==> config.mk <==
export PLATFORM = sky130hd
export DESIGN_NAME = memory_map_line_parser_unit
export DESIGN_NICKNAME = d
export VERILOG_FILES = /design/src/mmlp_pkg.sv /design/src/mmlp_in_reg.sv /design/src/mmlp_core.sv /design/src/memory_map_line_parser_unit.sv
export VERILOG_INCLUDE_DIRS = /design/src /design/src/src
export SDC_FILE = /design/constraint.sdc
export NUM_CORES = 1
export LEC_CHECK = 0
export ABC_CLOCK_PERIOD_IN_PS = 10900
export BUFFER_PORTS_ARGS = -buffer_cell sky130_fd_sc_hd__clkbuf_2
export CAP_MARGIN = 30
export CELL_PAD_IN_SITES_DETAIL_PLACEMENT = 0
export CELL_PAD_IN_SITES_GLOBAL_PLACEMENT = 1
export CORE_MARGIN = 5
export CORE_UTILIZATION = 47
export DETAILED_ROUTE_END_ITERATION = 10
export PLACE_DENSITY = 0.82
export SYNTH_ARGS = -nofsm -noshare
export SYNTH_HDL_FRONTEND = slang
export SYNTH_SLANG_ARGS = --single-unit
==> constraint.sdc <==
create_clock -name clk -period 10.9 [get_ports clk]
set_input_delay 2.18 -clock clk [delete_from_list [all_inputs] [get_ports clk]]
set_output_delay 2.18 -clock clk [all_outputs]
set_load 0.03 [all_outputs]
==> src/assert_macros.svh <==
// Concurrent assertion helpers, clocked on clk and disabled while rst_n is low.
`ifndef ASSERT_MACROS_SVH
`define ASSERT_MACROS_SVH

// cond must hold at every edge
`define MMLP_ASSERT_ALWAYS(name, cond, msg) \
    name: assert property (@(posedge clk) disable iff (!rst_n) (cond)) else $error(msg);

// ante at one edge implies cons at the next edge
`define MMLP_ASSERT_NEXT(name, ante, cons, msg) \
    name: assert property (@(posedge clk) disable iff (!rst_n) (ante) |=> (cons)) else $error(msg);

`endif

==> src/mmlp_pkg.sv <==
package mmlp_pkg;

    localparam int LINE_LENGTH_DEF = 4096;
    localparam int NUM_W           = 64;
    localparam int NAME_POS_W      = 12;
    localparam int CHAR_W          = 8;

    localparam logic [CHAR_W-1:0] CH_NUL   = 8'h00;
    localparam logic [CHAR_W-1:0] CH_DASH  = 8'h2d;
    localparam logic [CHAR_W-1:0] CH_SPACE = 8'h20;
    localparam logic [CHAR_W-1:0] CH_R     = 8'h72;
    localparam logic [CHAR_W-1:0] CH_W     = 8'h77;
    localparam logic [CHAR_W-1:0] CH_X     = 8'h78;
    localparam logic [CHAR_W-1:0] CH_P     = 8'h70;
    localparam logic [CHAR_W-1:0] CH_S     = 8'h73;

    typedef enum logic [3:0] {
        PH_START       = 4'd0,
        PH_END         = 4'd1,
        PH_PERM_R      = 4'd2,
        PH_PERM_W      = 4'd3,
        PH_PERM_X      = 4'd4,
        PH_PERM_P      = 4'd5,
        PH_SEP_PERM    = 4'd6,
        PH_OFFSET      = 4'd7,
        PH_DEV_FIRST   = 4'd8,
        PH_DEV_REST    = 4'd9,
        PH_INODE_FIRST = 4'd10,
        PH_INODE_REST  = 4'd11,
        PH_PATH_SKIP   = 4'd12,
        PH_PATH        = 4'd13,
        PH_DONE        = 4'd14
    } phase_t;

    typedef struct packed {
        logic [CHAR_W-1:0] char_code;
        logic              line_end;
    } item_t;

    typedef struct packed {
        logic                  parse_error;
        logic [NAME_POS_W-1:0] name_position;
        logic                  has_name;
        logic                  is_private;
        logic                  can_exec;
        logic                  can_write;
        logic                  can_read;
        logic [NUM_W-1:0]      file_offset;
        logic [NUM_W-1:0]      range_end;
        logic [NUM_W-1:0]      range_start;
    } result_t;

endpackage

==> src/mmlp_in_reg.sv <==
module mmlp_in_reg
(
    input  logic            clk,
    input  logic            rst_n,
    input  logic            in_valid,
    output logic            in_ready,
    input  mmlp_pkg::item_t in_item,
    output logic            held_valid,
    output mmlp_pkg::item_t held_item,
    input  logic            take
);

    logic            valid_reg;
    logic            valid_next;
    mmlp_pkg::item_t item_reg;

    assign in_ready   = !valid_reg || take;
    assign held_valid = valid_reg;
    assign held_item  = item_reg;

    always_comb
    begin
        valid_next = valid_reg;
        if (in_ready)
        begin
            valid_next = in_valid;
        end
    end

    always_ff @(posedge clk or negedge rst_n)
    begin
        if (!rst_n)
        begin
            valid_reg <= 1'b0;
        end
        else
        begin
            valid_reg <= valid_next;
        end
    end

    always_ff @(posedge clk)
    begin
        if (in_ready && in_valid)
        begin
            item_reg <= in_item;
        end
    end

endmodule

==> src/mmlp_core.sv <==
module mmlp_core #(
    parameter int LINE_LENGTH = mmlp_pkg::LINE_LENGTH_DEF
)
(
    input  logic              clk,
    input  logic              rst_n,
    input  logic              fire,
    input  mmlp_pkg::item_t   item,
    output logic              res_valid,
    output mmlp_pkg::result_t res
);

    localparam int IDX_W = $clog2(LINE_LENGTH + 1);
    localparam logic [IDX_W-1:0] IDX_MAX = IDX_W'(LINE_LENGTH);

    mmlp_pkg::phase_t phase_reg, phase_next;
    logic [mmlp_pkg::NUM_W-1:0]      start_reg, start_next;
    logic [mmlp_pkg::NUM_W-1:0]      end_reg, end_next;
    logic [mmlp_pkg::NUM_W-1:0]      offs_reg, offs_next;
    logic [3:0]                      perm_reg, perm_next;
    logic                            digit_reg, digit_next;
    logic [IDX_W-1:0]                cidx_reg, cidx_next;
    logic [mmlp_pkg::NAME_POS_W-1:0] pidx_reg, pidx_next;
    logic                            found_reg, found_next;
    logic                            err_reg, err_next;

    logic [mmlp_pkg::CHAR_W-1:0] c;
    logic       is_hex;
    logic [3:0] hex_val;
    logic       line_full;
    logic       char_take;
    logic       line_close;
    logic       final_err;

    assign c          = item.char_code;
    assign line_full  = (cidx_reg == IDX_MAX);
    assign char_take  = fire && !item.line_end && !err_reg && !line_full;
    assign line_close = fire && item.line_end;

    always_comb
    begin
        is_hex  = 1'b1;
        hex_val = 4'd0;
        if (c >= 8'h30 && c <= 8'h39)
        begin
            hex_val = 4'(c - 8'h30);
        end
        else if (c >= 8'h61 && c <= 8'h66)
        begin
            hex_val = 4'(c - 8'h57);
        end
        else if (c >= 8'h41 && c <= 8'h46)
        begin
            hex_val = 4'(c - 8'h37);
        end
        else
        begin
            is_hex = 1'b0;
        end
    end

    // phase sequencing
    always_comb
    begin
        phase_next = phase_reg;
        if (line_close)
        begin
            phase_next = mmlp_pkg::PH_START;
        end
        else if (char_take)
        begin
            unique case (phase_reg)
                mmlp_pkg::PH_START:
                    if (!is_hex && c == mmlp_pkg::CH_DASH && digit_reg)
                        phase_next = mmlp_pkg::PH_END;
                mmlp_pkg::PH_END:
                    if (!is_hex && c == mmlp_pkg::CH_SPACE && digit_reg)
                        phase_next = mmlp_pkg::PH_PERM_R;
                mmlp_pkg::PH_PERM_R:
                    if (c == mmlp_pkg::CH_R || c == mmlp_pkg::CH_DASH)
                        phase_next = mmlp_pkg::PH_PERM_W;
                mmlp_pkg::PH_PERM_W:
                    if (c == mmlp_pkg::CH_W || c == mmlp_pkg::CH_DASH)
                        phase_next = mmlp_pkg::PH_PERM_X;
                mmlp_pkg::PH_PERM_X:
                    if (c == mmlp_pkg::CH_X || c == mmlp_pkg::CH_DASH)
                        phase_next = mmlp_pkg::PH_PERM_P;
                mmlp_pkg::PH_PERM_P:
                    if (c == mmlp_pkg::CH_P || c == mmlp_pkg::CH_S)
                        phase_next = mmlp_pkg::PH_SEP_PERM;
                mmlp_pkg::PH_SEP_PERM:
                    if (c == mmlp_pkg::CH_SPACE)
                        phase_next = mmlp_pkg::PH_OFFSET;
                mmlp_pkg::PH_OFFSET:
                    if (!is_hex && c == mmlp_pkg::CH_SPACE && digit_reg)
                        phase_next = mmlp_pkg::PH_DEV_FIRST;
                mmlp_pkg::PH_DEV_FIRST:
                    if (c != mmlp_pkg::CH_NUL)
                        phase_next = mmlp_pkg::PH_DEV_REST;
                mmlp_pkg::PH_DEV_REST:
                    if (c == mmlp_pkg::CH_SPACE)
                        phase_next = mmlp_pkg::PH_INODE_FIRST;
                mmlp_pkg::PH_INODE_FIRST:
                    if (c != mmlp_pkg::CH_NUL)
                        phase_next = mmlp_pkg::PH_INODE_REST;
                mmlp_pkg::PH_INODE_REST:
                    if (c == mmlp_pkg::CH_SPACE)
                        phase_next = mmlp_pkg::PH_PATH_SKIP;
                mmlp_pkg::PH_PATH_SKIP:
                    if (c == mmlp_pkg::CH_NUL)
                        phase_next = mmlp_pkg::PH_DONE;
                    else if (c != mmlp_pkg::CH_SPACE)
                        phase_next = mmlp_pkg::PH_PATH;
                mmlp_pkg::PH_PATH:
                    if (c == mmlp_pkg::CH_NUL)
                        phase_next = mmlp_pkg::PH_DONE;
                mmlp_pkg::PH_DONE:
                    phase_next = mmlp_pkg::PH_DONE;
                default:
                    phase_next = phase_reg;
            endcase
        end
    end

    // accumulators, flags and counters
    always_comb
    begin
        start_next = start_reg;
        end_next   = end_reg;
        offs_next  = offs_reg;
        perm_next  = perm_reg;
        digit_next = digit_reg;
        cidx_next  = cidx_reg;
        pidx_next  = pidx_reg;
        found_next = found_reg;
        err_next   = err_reg;

        if (line_close)
        begin
            start_next = '0;
            end_next   = '0;
            offs_next  = '0;
            perm_next  = '0;
            digit_next = 1'b0;
            cidx_next  = '0;
            pidx_next  = '0;
            found_next = 1'b0;
            err_next   = 1'b0;
        end
        else if (fire)
        begin
            if (!line_full)
            begin
                cidx_next = cidx_reg + IDX_W'(1);
            end
            else if (!err_reg)
            begin
                err_next = 1'b1;
            end

            if (char_take)
            begin
                unique case (phase_reg)
                    mmlp_pkg::PH_START:
                        if (is_hex)
                        begin
                            if (start_reg[63:60] != 4'd0) err_next = 1'b1;
                            else
                            begin
                                start_next = {start_reg[59:0], hex_val};
                                digit_next = 1'b1;
                            end
                        end
                        else if (c == mmlp_pkg::CH_DASH && digit_reg) digit_next = 1'b0;
                        else err_next = 1'b1;
                    mmlp_pkg::PH_END:
                        if (is_hex)
                        begin
                            if (end_reg[63:60] != 4'd0) err_next = 1'b1;
                            else
                            begin
                                end_next   = {end_reg[59:0], hex_val};
                                digit_next = 1'b1;
                            end
                        end
                        else if (c == mmlp_pkg::CH_SPACE && digit_reg) digit_next = 1'b0;
                        else err_next = 1'b1;
                    mmlp_pkg::PH_OFFSET:
                        if (is_hex)
                        begin
                            if (offs_reg[63:60] != 4'd0) err_next = 1'b1;
                            else
                            begin
                                offs_next  = {offs_reg[59:0], hex_val};
                                digit_next = 1'b1;
                            end
                        end
                        else if (c == mmlp_pkg::CH_SPACE && digit_reg) digit_next = 1'b0;
                        else err_next = 1'b1;
                    mmlp_pkg::PH_PERM_R:
                        if (c == mmlp_pkg::CH_R) perm_next[0] = 1'b1;
                        else if (c != mmlp_pkg::CH_DASH) err_next = 1'b1;
                    mmlp_pkg::PH_PERM_W:
                        if (c == mmlp_pkg::CH_W) perm_next[1] = 1'b1;
                        else if (c != mmlp_pkg::CH_DASH) err_next = 1'b1;
                    mmlp_pkg::PH_PERM_X:
                        if (c == mmlp_pkg::CH_X) perm_next[2] = 1'b1;
                        else if (c != mmlp_pkg::CH_DASH) err_next = 1'b1;
                    mmlp_pkg::PH_PERM_P:
                        if (c == mmlp_pkg::CH_P) perm_next[3] = 1'b1;
                        else if (c != mmlp_pkg::CH_S) err_next = 1'b1;
                    mmlp_pkg::PH_SEP_PERM:
                        if (c != mmlp_pkg::CH_SPACE) err_next = 1'b1;
                    mmlp_pkg::PH_DEV_FIRST, mmlp_pkg::PH_DEV_REST,
                    mmlp_pkg::PH_INODE_FIRST, mmlp_pkg::PH_INODE_REST:
                        if (c == mmlp_pkg::CH_NUL) err_next = 1'b1;
                    mmlp_pkg::PH_PATH_SKIP:
                        if (c != mmlp_pkg::CH_NUL && c != mmlp_pkg::CH_SPACE)
                        begin
                            found_next = 1'b1;
                            pidx_next  = mmlp_pkg::NAME_POS_W'(cidx_reg);
                        end
                    mmlp_pkg::PH_PATH, mmlp_pkg::PH_DONE:
                        err_next = err_reg;
                    default:
                        err_next = 1'b1;
                endcase
            end
        end
    end

    // result on the terminator
    assign final_err = err_reg || !(phase_reg == mmlp_pkg::PH_PATH_SKIP ||
                                    phase_reg == mmlp_pkg::PH_PATH ||
                                    phase_reg == mmlp_pkg::PH_DONE);
    assign res_valid = line_close;

    always_comb
    begin
        res = '0;
        if (final_err)
        begin
            res.parse_error = 1'b1;
        end
        else
        begin
            res.range_start   = start_reg;
            res.range_end     = end_reg;
            res.file_offset   = offs_reg;
            res.can_read      = perm_reg[0];
            res.can_write     = perm_reg[1];
            res.can_exec      = perm_reg[2];
            res.is_private    = perm_reg[3];
            res.has_name      = found_reg;
            res.name_position = found_reg ? pidx_reg : '0;
        end
    end

    always_ff @(posedge clk or negedge rst_n)
    begin
        if (!rst_n)
        begin
            phase_reg <= mmlp_pkg::PH_START;
            start_reg <= '0;
            end_reg   <= '0;
            offs_reg  <= '0;
            perm_reg  <= '0;
            digit_reg <= 1'b0;
            cidx_reg  <= '0;
            pidx_reg  <= '0;
            found_reg <= 1'b0;
            err_reg   <= 1'b0;
        end
        else
        begin
            phase_reg <= phase_next;
            start_reg <= start_next;
            end_reg   <= end_next;
            offs_reg  <= offs_next;
            perm_reg  <= perm_next;
            digit_reg <= digit_next;
            cidx_reg  <= cidx_next;
            pidx_reg  <= pidx_next;
            found_reg <= found_next;
            err_reg   <= err_next;
        end
    end

endmodule

==> src/memory_map_line_parser_unit.sv <==
// Memory map line parser: takes one character of a memory map text line per
// request on the slave side (tlast marks the terminator request, whose tdata
// is ignored) and returns one result request per line on the master side.
// One character is taken every cycle; the only backpressure comes from a
// terminator meeting a full result register. A result is offered on the
// master side after its terminator is accepted: the terminator is held in
// the input register until the result register can take a result, which is
// then loaded into it. When parse_error is set all other result fields are
// zero. Lines longer than LINE_LENGTH characters are flagged as errors. No
// clearing pass is needed after reset.
`include "assert_macros.svh"

module memory_map_line_parser_unit #(
    parameter int LINE_LENGTH = mmlp_pkg::LINE_LENGTH_DEF
)
(
    input  logic         clk,
    input  logic         rst_n,
    input  logic         s_axis_tvalid,
    output logic         s_axis_tready,
    input  logic [7:0]   s_axis_tdata,   // [7:0] char_code
    input  logic         s_axis_tlast,   // line_end
    output logic         m_axis_tvalid,
    input  logic         m_axis_tready,
    // [63:0] range_start, [127:64] range_end, [191:128] file_offset,
    // [192] can_read, [193] can_write, [194] can_exec, [195] is_private,
    // [196] has_name, [208:197] name_position, [209] parse_error, rest zero
    output logic [215:0] m_axis_tdata
);

    mmlp_pkg::item_t   s_item;
    mmlp_pkg::item_t   held_item;
    logic              held_valid;
    logic              advance;
    logic              fire;
    logic              res_valid;
    mmlp_pkg::result_t res;

    logic              out_valid_reg, out_valid_next;
    mmlp_pkg::result_t out_data_reg;

    assign s_item.char_code = s_axis_tdata;
    assign s_item.line_end  = s_axis_tlast;

    assign advance = !out_valid_reg || m_axis_tready;
    assign fire    = held_valid && (!held_item.line_end || advance);

    mmlp_in_reg u_in_reg (
        .clk        (clk),
        .rst_n      (rst_n),
        .in_valid   (s_axis_tvalid),
        .in_ready   (s_axis_tready),
        .in_item    (s_item),
        .held_valid (held_valid),
        .held_item  (held_item),
        .take       (fire)
    );

    mmlp_core #(
        .LINE_LENGTH (LINE_LENGTH)
    ) u_core (
        .clk       (clk),
        .rst_n     (rst_n),
        .fire      (fire),
        .item      (held_item),
        .res_valid (res_valid),
        .res       (res)
    );

    always_comb
    begin
        out_valid_next = out_valid_reg;
        if (res_valid)
        begin
            out_valid_next = 1'b1;
        end
        else if (m_axis_tready)
        begin
            out_valid_next = 1'b0;
        end
    end

    always_ff @(posedge clk or negedge rst_n)
    begin
        if (!rst_n)
        begin
            out_valid_reg <= 1'b0;
        end
        else
        begin
            out_valid_reg <= out_valid_next;
        end
    end

    always_ff @(posedge clk)
    begin
        if (res_valid)
        begin
            out_data_reg <= res;
        end
    end

    assign m_axis_tvalid = out_valid_reg;
    assign m_axis_tdata  = {6'b0, out_data_reg};

    `MMLP_ASSERT_ALWAYS(a_ready_when_empty, !out_valid_reg |-> s_axis_tready,
        "input stalled with empty result register")
    `MMLP_ASSERT_NEXT(a_result_loaded, res_valid, out_valid_reg,
        "terminator did not produce a result")
    `MMLP_ASSERT_ALWAYS(a_error_clean,
        (out_valid_reg && out_data_reg.parse_error) |->
        (out_data_reg.range_start == '0 && out_data_reg.range_end == '0 &&
         out_data_reg.file_offset == '0 && out_data_reg.has_name == 1'b0),
        "error result carries data")
    `MMLP_ASSERT_ALWAYS(a_pos_needs_name,
        (out_valid_reg && !out_data_reg.has_name) |-> (out_data_reg.name_position == '0),
        "name position without a name")

endmodule
# After elaboration in Yosys (flattened, before gate mapping)

Cells that the tools add are included.

Register bits after elaboration: 449
Bits of input ports: 13
Output and inout port bits: 218
Logic and storage cells: 261

Add/sub/neg operators: 4
Order comparisons: 6
Eq/ne operators: 48
Mux-type cells: 102
Bitwise logic cells: 1
Reductions and logical operators: 73

Operators by type and width:

| kind                    | count |
|---|---|
| $mux W64                | 18 |
| $mux W4                 | 23 |
| $mux W12                | 5 |
| $pmux W4 S15            | 1 |
| $mux W1                 | 50 |
| $eq A8 B7 Y1 const B    | 5 |
| $mux W13                | 3 |
| $ne A3 B2 Y1 const B    | 13 |
| $reduce_bool A2 Y1      | 17 |
| $eq A4 B4 Y1 const B    | 7 |
| $reduce_and A4 Y1       | 5 |
| $eq A4 B3 Y1 const B    | 4 |
| $eq A8 B6 Y1 const B    | 2 |
| $ge A8 B7 Y1 const B    | 2 |
| $le A8 B7 Y1 const B    | 2 |
| $logic_and A1 B1 Y1     | 16 |
| $ne A8 B6 Y1 const B    | 2 |
| $reduce_and A16 Y1      | 1 |
| $reduce_bool A16 Y1     | 1 |
| $reduce_bool A4 Y1      | 4 |
| $reduce_and A5 Y1       | 3 |
| $add A13 B1 Y13 const B | 1 |
| $eq A13 B13 Y1 const B  | 1 |
| $ne A4 B4 Y1 const B    | 3 |
| 22 further kinds        | 45 |

# Logic depth before layout (Yosys ltp)

Gate-level depths: netlist (run 1).

Depth after elaboration: 12
Depth in mapped cells: 11
Depth with buffers taken out: 8

# Modules after synthesis

A second synthesis (run 1) with hierarchy kept.

Cells, all modules: 1,539
Area, all modules: 18,019.8 µm²

By module, submodules not included:

| module                      | times used | cells each | area each (µm²) | seq. area each (µm²) |
|---|---|---|---|---|
| mmlp_core                   | 1          | 1,305      | 11,288.3        | 5,705.5 |
| memory_map_line_parser_unit | 1          | 221        | 6,407.4         | 6,331.1 |
| mmlp_in_reg                 | 1          | 13         | 324.1           | 295.3 |

# Worst setup path after synthesis (run 1)

Ideal clock, no wire load.

Kind: in2reg
Start: input port m_axis_tready
End: register out_data_reg (netlist bit m_axis_tdata[0]), enable pin
Library setup time: 0.657 ns
Arrival: 8.705 ns
Required time: 10.243 ns
Slack: 1.539 ns
Stages: 5
Buffers on the path: 2
Path through: nand2b_1 nand3_1 inv_2 buf_1 clkbuf_1

Longest elaborated chain between the ends: 4

RTL lines:

| what                   | RTL line                          | text |
|---|---|---|
| start: declaration     | memory_map_line_parser_unit.sv:24 | `input logic m_axis_tready,` |
| $logic_or A1 B1 Y1     | memory_map_line_parser_unit.sv:45 | `assign advance = !out_valid_reg \|\| m_axis_tready;` |
| $logic_or A1 B1 Y1     | memory_map_line_parser_unit.sv:46 | `assign fire = held_valid && (!held_item.line_end \|\| advance);` |
| $logic_and A1 B1 Y1    | memory_map_line_parser_unit.sv:46 |  |
| $logic_and A1 B1 Y1    | mmlp_core.sv:38                   | `assign line_close = fire && item.line_end;` |
| end signal: assignment | memory_map_line_parser_unit.sv:99 | `out_data_reg <= res;` |
| end: declaration       | memory_map_line_parser_unit.sv:40 | `mmlp_pkg::result_t out_data_reg;` |

No other way between the ends.
A chain may end at the register's enable or synchronous reset.

# Final worst setup path (run 1)

Start: input port m_axis_tready
End: output port s_axis_tready

Longest elaborated chain between the ends: 4

RTL lines:

| what                | RTL line                          | text |
|---|---|---|
| $logic_or A1 B1 Y1  | memory_map_line_parser_unit.sv:45 |  |
| $logic_or A1 B1 Y1  | memory_map_line_parser_unit.sv:46 |  |
| $logic_and A1 B1 Y1 | memory_map_line_parser_unit.sv:46 |  |
| $logic_or A1 B1 Y1  | mmlp_in_reg.sv:17                 | `assign in_ready = !valid_reg \|\| take;` |
| end: declaration    | memory_map_line_parser_unit.sv:20 | `output logic s_axis_tready,` |

No other way between the ends.

==> impl_metrics.toml, run 1 <==
[status]
status = "completed"

[floorplanning]
die_x_um = 205
start_util = 0.477
die_h_um = 205
core_mm2 = 0.0377
ios = 231
dieArea_mm2 = 0.0422
rows = 71

[cts]
cts_resized = 0
cts_hold_buf = 0
post_cts_buffers = 0
cts_tree = "built"
root_buffer = "clkbuf_16"
cts_buffer_depth = 3
path_clk_slew_ps = 60
clock_sinks = 449
clkLatencyLatePin_ps = 560
htree_levels = 2
cts_buffers = 46

[power]
power.static_leakage_nw = 8.88
power_density_mw_per_mm2 = 181
vdd_drop_max_v = 0.000116
power_mw = 3.82

[place]
dp_hpwl_mm = 23.9
placed_area_mm2 = 0.0195
dp_worst_setup_slack_ps = 5960
gp_congestion = 0.851
portBuffers = 224

[final_layout]
final_common_cell = "dfrtp_1"
nFillCells = 3161
largest_reg_flops = 210
final_cell_mix = "dfrtp_1 (230), clkbuf_2 (223), edfxtp_1 (219)"
multi_input_area_mm2 = 0.00495
seq_area_mm2 = 0.0123
drive_gt1_frac = 0.202
design_area_mm2 = 0.0210
syn_to_final_growth_pct = 17.2
fin_nets = 1654

[global_routing]
antenna_found_initial = 0
overflow = 0
grt_pass1_vias = 11100
grt_pass1_wl_mm = 61.2
grt_usage = 0.181
grt_max_degree = 161

[timing]
finalSetupTns_ps = 0
finalHoldViolCount = 0
rsz0062_at_grt = "no"
finalClockSkew_ps = 20.8
setup_slack_ps = 5950
min_period_ps = 4950
final_max_slew_viol_count = 0
finalSetupViolations = 0
fmax_ghz = 0.202
fin_crit_sh = 0.454
worst_pin_slew_ps = 971
max-slew-margin-rel = 0.353

[setup_path]
arrival_ps = 2770
startpoint_type = "input pin"
crit_path_end_kind = "output port"
worstPathRequired_ps = 8720
cp_max_fo = 3
timing.rr.start = "u_core.cidx_reg[1]"
startpoint = "m_axis_tready"
path_class = "input pin to output port"

[job]
maxCapViolations = 0

[synth]
syn_area_mm2 = 0.0179
yosysWarnings = 0
avgSynthCellArea_um2 = 12.5
async_flop_share = 0.512
syn_inst = 1431
synth_top_flop_cell = "dfrtp_1"
synth-seq-cells = 449
ys_types = 68
synth_area_leaders = "edfxtp_1 (37%), dfrtp_1 (32%), and2_1 (5.1%), nand2_1 (4.0%), mux2i_1 (3.9%)"
synth_top_area_frac = 0.366
ys_seq_area_frac = 0.687
yosysTopAreaCell = "edfxtp_1"
synth-edff-count = 219

[detailed_routing]
drc = 0
vias = 11200
via_per_inst = 5.11
wl_per_cell_um = 17.5
final_antenna_net_count = 0
drt_first_pass_iters = 7
drtIter0Drc = 727
postRouteWirelength_mm = 38.1

[min_path]
hold_path_class = "flop to flop"
worstHoldStart = "u_core.perm_reg[2]"
cell type report:
cell class,count,share of cell area
Inverter,71,0.0130
Antenna cell,1,0.000119
Clock buffer,61,0.0608
Sequential cell,449,0.586
Timing Repair Buffer,243,0.0659
Tap cell,511,0.0304
Clock inverter,23,0.00838
Multi-Input combinational cell,824,0.235
cells by family after synthesis:
family	count (synthesis)	share of synthesized area
and+or+nand+nor	531	0.146
DFF	449	0.687
AOI/OAI and AO/OA	196	0.0759
buffers and inverters	163	0.0397
muxes	71	0.0397
xor gates and xnor gates	14	0.00683
adders and majority gates	6	0.00418
other	1	0.000209
per-layer routing:
layer | vias up | wire length (um) | GRT usage
met3 | 58 | 1750 | 0.0309
met4 | 0 | 863 | 0.0538
li1 | 5328 | - | -
met2 | 259 | 18400 | 0.292
met1 | 5512 | 17100 | 0.256
met5 | - | 0 | 0
synth_stat cells, drive strengths merged, types with 3 or more instances:
master   number
dfrtp       230
edfxtp      219
nand2       190
and2        145
nor2        113
a21oi        73
inv          71
mux2i        70
a22o         56
clkbuf       49
buf          43
o21ai        25
nand3        18
and3         15
nor3         11
o41ai         9
xnor2         8
nor2b         7
nor4          7
ha            6
xor2          6
a31oi         5
nand2b        5
nor4b         4
o211ai        4
a41oi         3
o2111ai       3
critical path, cell delays in order:
cell and delay (ps):
clkbuf_2 90, nor2b_1 140, nand3_1 130, clkbuf_2 240
where the power goes:
part	switching, mW	total (mW)	internal, mW
combinational	0.262	0.371	0.109
sequential	0.0623	1.94	1.88
clock	0.634	1.51	0.874
stage by stage:
stage / hold slack (ps) / utilization / std cells
detailed placement: 493 / 0.518 / 2095
floorplan: 454 / - / 1436
global route: 535 / 0.559 / 2182
CTS: 510 / 0.556 / 2179
finish: 505 / 0.559 / 2183
global placement: 481 / 0.516 / 2091
path summary, 6_finish.rpt:
| check | end | slack (ps) | cells after the start |
|---|---|---|---|
| worst max-delay path | s_axis_tready | 5950 | 4 |
| worst max register to register | u_core.start_reg[50] | 7380 | 9 |
| max in group asynchronous | u_core.offs_reg[60] | 7900 | 2 |
| min in group asynchronous | u_core.end_reg[19] | 1660 | 1 |
| worst min-delay path | u_core.perm_reg[2] | 500 | 2 |
| worst min register to register | u_core.perm_reg[2] | 500 | 2 |
Note: power is estimated with default switching activity, not from simulation.
==> run 2: changes to the inputs <==
--- a/config.mk
+++ b/config.mk
@@ -6,7 +6,7 @@
 export SDC_FILE = /design/constraint.sdc
 export NUM_CORES = 1
 export LEC_CHECK = 0
-export ABC_CLOCK_PERIOD_IN_PS = 10900
+export ABC_CLOCK_PERIOD_IN_PS = 4880
 export BUFFER_PORTS_ARGS = -buffer_cell sky130_fd_sc_hd__clkbuf_2
 export CAP_MARGIN = 30
 export CELL_PAD_IN_SITES_DETAIL_PLACEMENT = 0
==> constraint.sdc (replaced) <==
create_clock -name clk -period 4.88 [get_ports clk]
set_input_delay 0.976 -clock clk [delete_from_list [all_inputs] [get_ports clk]]
set_output_delay 0.976 -clock clk [all_outputs]
set_load 0.03 [all_outputs]
==> impl_metrics.toml, run 2 (synthesized netlist as in run 1, its figures left out) <==
[final_layout]
drive_gt1_frac = 0.208
largest_reg_flops = 210
nFillCells = 3240
final_cell_mix = "dfrtp_1 (230), clkbuf_2 (223), edfxtp_1 (219)"
fin_nets = 1657
design_area_mm2 = 0.0211
multi_input_area_mm2 = 0.00495
final_common_cell = "dfrtp_1"
final_cell_count_no_fill = 2189
seq_area_mm2 = 0.0123
syn_to_final_growth_pct = 17.5

[min_path]
hold_path_class = "input pin to asynchronous set/reset pin"

[detailed_routing]
via_per_inst = 5.07
drc = 0
drt_first_pass_iters = 4
vias = 11100
final_antenna_net_count = 0
wl_per_cell_um = 17.3
drtIter0Drc = 630
postRouteWirelength_mm = 37.8

[global_routing]
antenna_found_initial = 1
grt_pass1_wl_mm = 60.5
grt_pass1_vias = 11200
grt_max_degree = 118
overflow = 0
grt_usage = 0.179

[setup_path]
critPathBufInv = 2
critPathMaxStageDelay_ps = 620
cp_cell_sequence = "inv_1 -> ha_1 -> nor4b_2 -> a31oi_1 -> and2_1 -> a31oi_4 -> nor2_4 -> buf_4 -> mux2i_1"
path_class = "flop to flop"
cp_slowest_cell = "nor2_4"
worstPathRequired_ps = 5360
arrival_ps = 3800
cp_max_fo = 22
path_delay_family = "simple AND/OR/NAND/NOR gates"
startpoint_type = "flop"
crit_path_end_kind = "flop"

[place]
placed_area_mm2 = 0.0195
placedCellCount = 2100
gp_congestion = 0.867
dp_hpwl_mm = 24.5
portBuffers = 224
dp_worst_setup_slack_ps = 1600

[power]
vdd_drop_max_v = 0.000233
power_density_mw_per_mm2 = 410
power_mw = 8.64
power.static_leakage_nw = 8.91

[cts]
post_cts_buffers = 0
cts_buffers = 47
clock_sinks = 449
cts_buffer_depth = 3
cts_hold_buf = 0
path_clk_slew_ps = 60
root_buffer = "clkbuf_16"
htree_levels = 2
cts_resized = 0
cts_tree = "built"
clkLatencyLatePin_ps = 570

[timing]
max-slew-margin-rel = 0.360
fin_crit_sh = 0.680
finalSetupTns_ps = 0
finalClockSkew_ps = 24.3
worst_pin_slew_ps = 960
min_period_ps = 3320
final_max_slew_viol_count = 0
rsz0062_at_grt = "no"
fmax_ghz = 0.301
finalSetupViolations = 0
finalHoldViolCount = 0
setup_slack_ps = 1560

[floorplanning]
dieArea_mm2 = 0.0422
ios = 231
die_h_um = 205
rows = 71
core_mm2 = 0.0377
start_util = 0.477
die_x_um = 205

[job]
maxCapViolations = 0

[status]
status = "completed"
[run 2: changes by cell type in the layout (fill, tap and decap cells not counted), moves of 2 or more]
cell / delta
buf_2: +2
clkinv_1: -4
buf_12: +2
buf_16: -4
clkinvlp_4: +2
clkinv_8: +2
clkinv_2: +4
[run 2: through the flow]
| step | util | hold slack, ps |
|---|---|---|
| 2_1_floorplan | - | 454 |
| 3_3_place_gp | 0.517 | 480 |
| 3_5_place_dp | 0.519 | 492 |
| 4_1_cts | 0.560 | 504 |
| 5_1_grt | 0.560 | 522 |
| 6_report | 0.560 | 482 |
[run 2: report_power, final]
part | total [mW] | internal [mW] | leakage, nW | switching [mW]
clock | 3.47 | 2.02 | 0.747 | 1.45
combinational | 0.841 | 0.245 | 2.92 | 0.596
sequential | 4.33 | 4.19 | 5.24 | 0.136
total | 8.64 | 6.46 | 8.91 | 2.19
[run 2: layout make-up]
class	count	share of cell area
Sequential cell	449	0.585
Tap cell	511	0.0303
Inverter	71	0.0130
Timing Repair Buffer	245	0.0640
Clock inverter	26	0.0103
Multi-Input combinational cell	824	0.235
Clock buffer	62	0.0623
Antenna cell	1	0.000119
[run 2: final timing paths]
| path | slack [ps] | cells after the start | end | start |
|---|---|---|---|---|
| max in group asynchronous | 3310 | 2 | u_core.offs_reg[53] | rst_n |
| worst max register to register | 1560 | 9 | u_core.start_reg[57] | u_core.cidx_reg[0] |
| worst min-delay path | 480 | 1 | u_core.end_reg[11] | rst_n |
| worst max-delay path | 1560 | 9 | u_core.start_reg[57] | u_core.cidx_reg[0] |
| worst min register to register | 500 | 2 | u_core.perm_reg[2] | u_core.perm_reg[2] |
| min in group clk | 500 | 2 | u_core.perm_reg[2] | u_core.perm_reg[2] |
[run 2: per-layer routing]
metal / global-route usage / up-vias / routed length, um
met5: 0 / - / 0
met4: 0.0574 / 0 / 805
met3: 0.0331 / 51 / 1700
met2: 0.286 / 243 / 18300
met1: 0.252 / 5469 / 17000
li1: - / 5337 / -
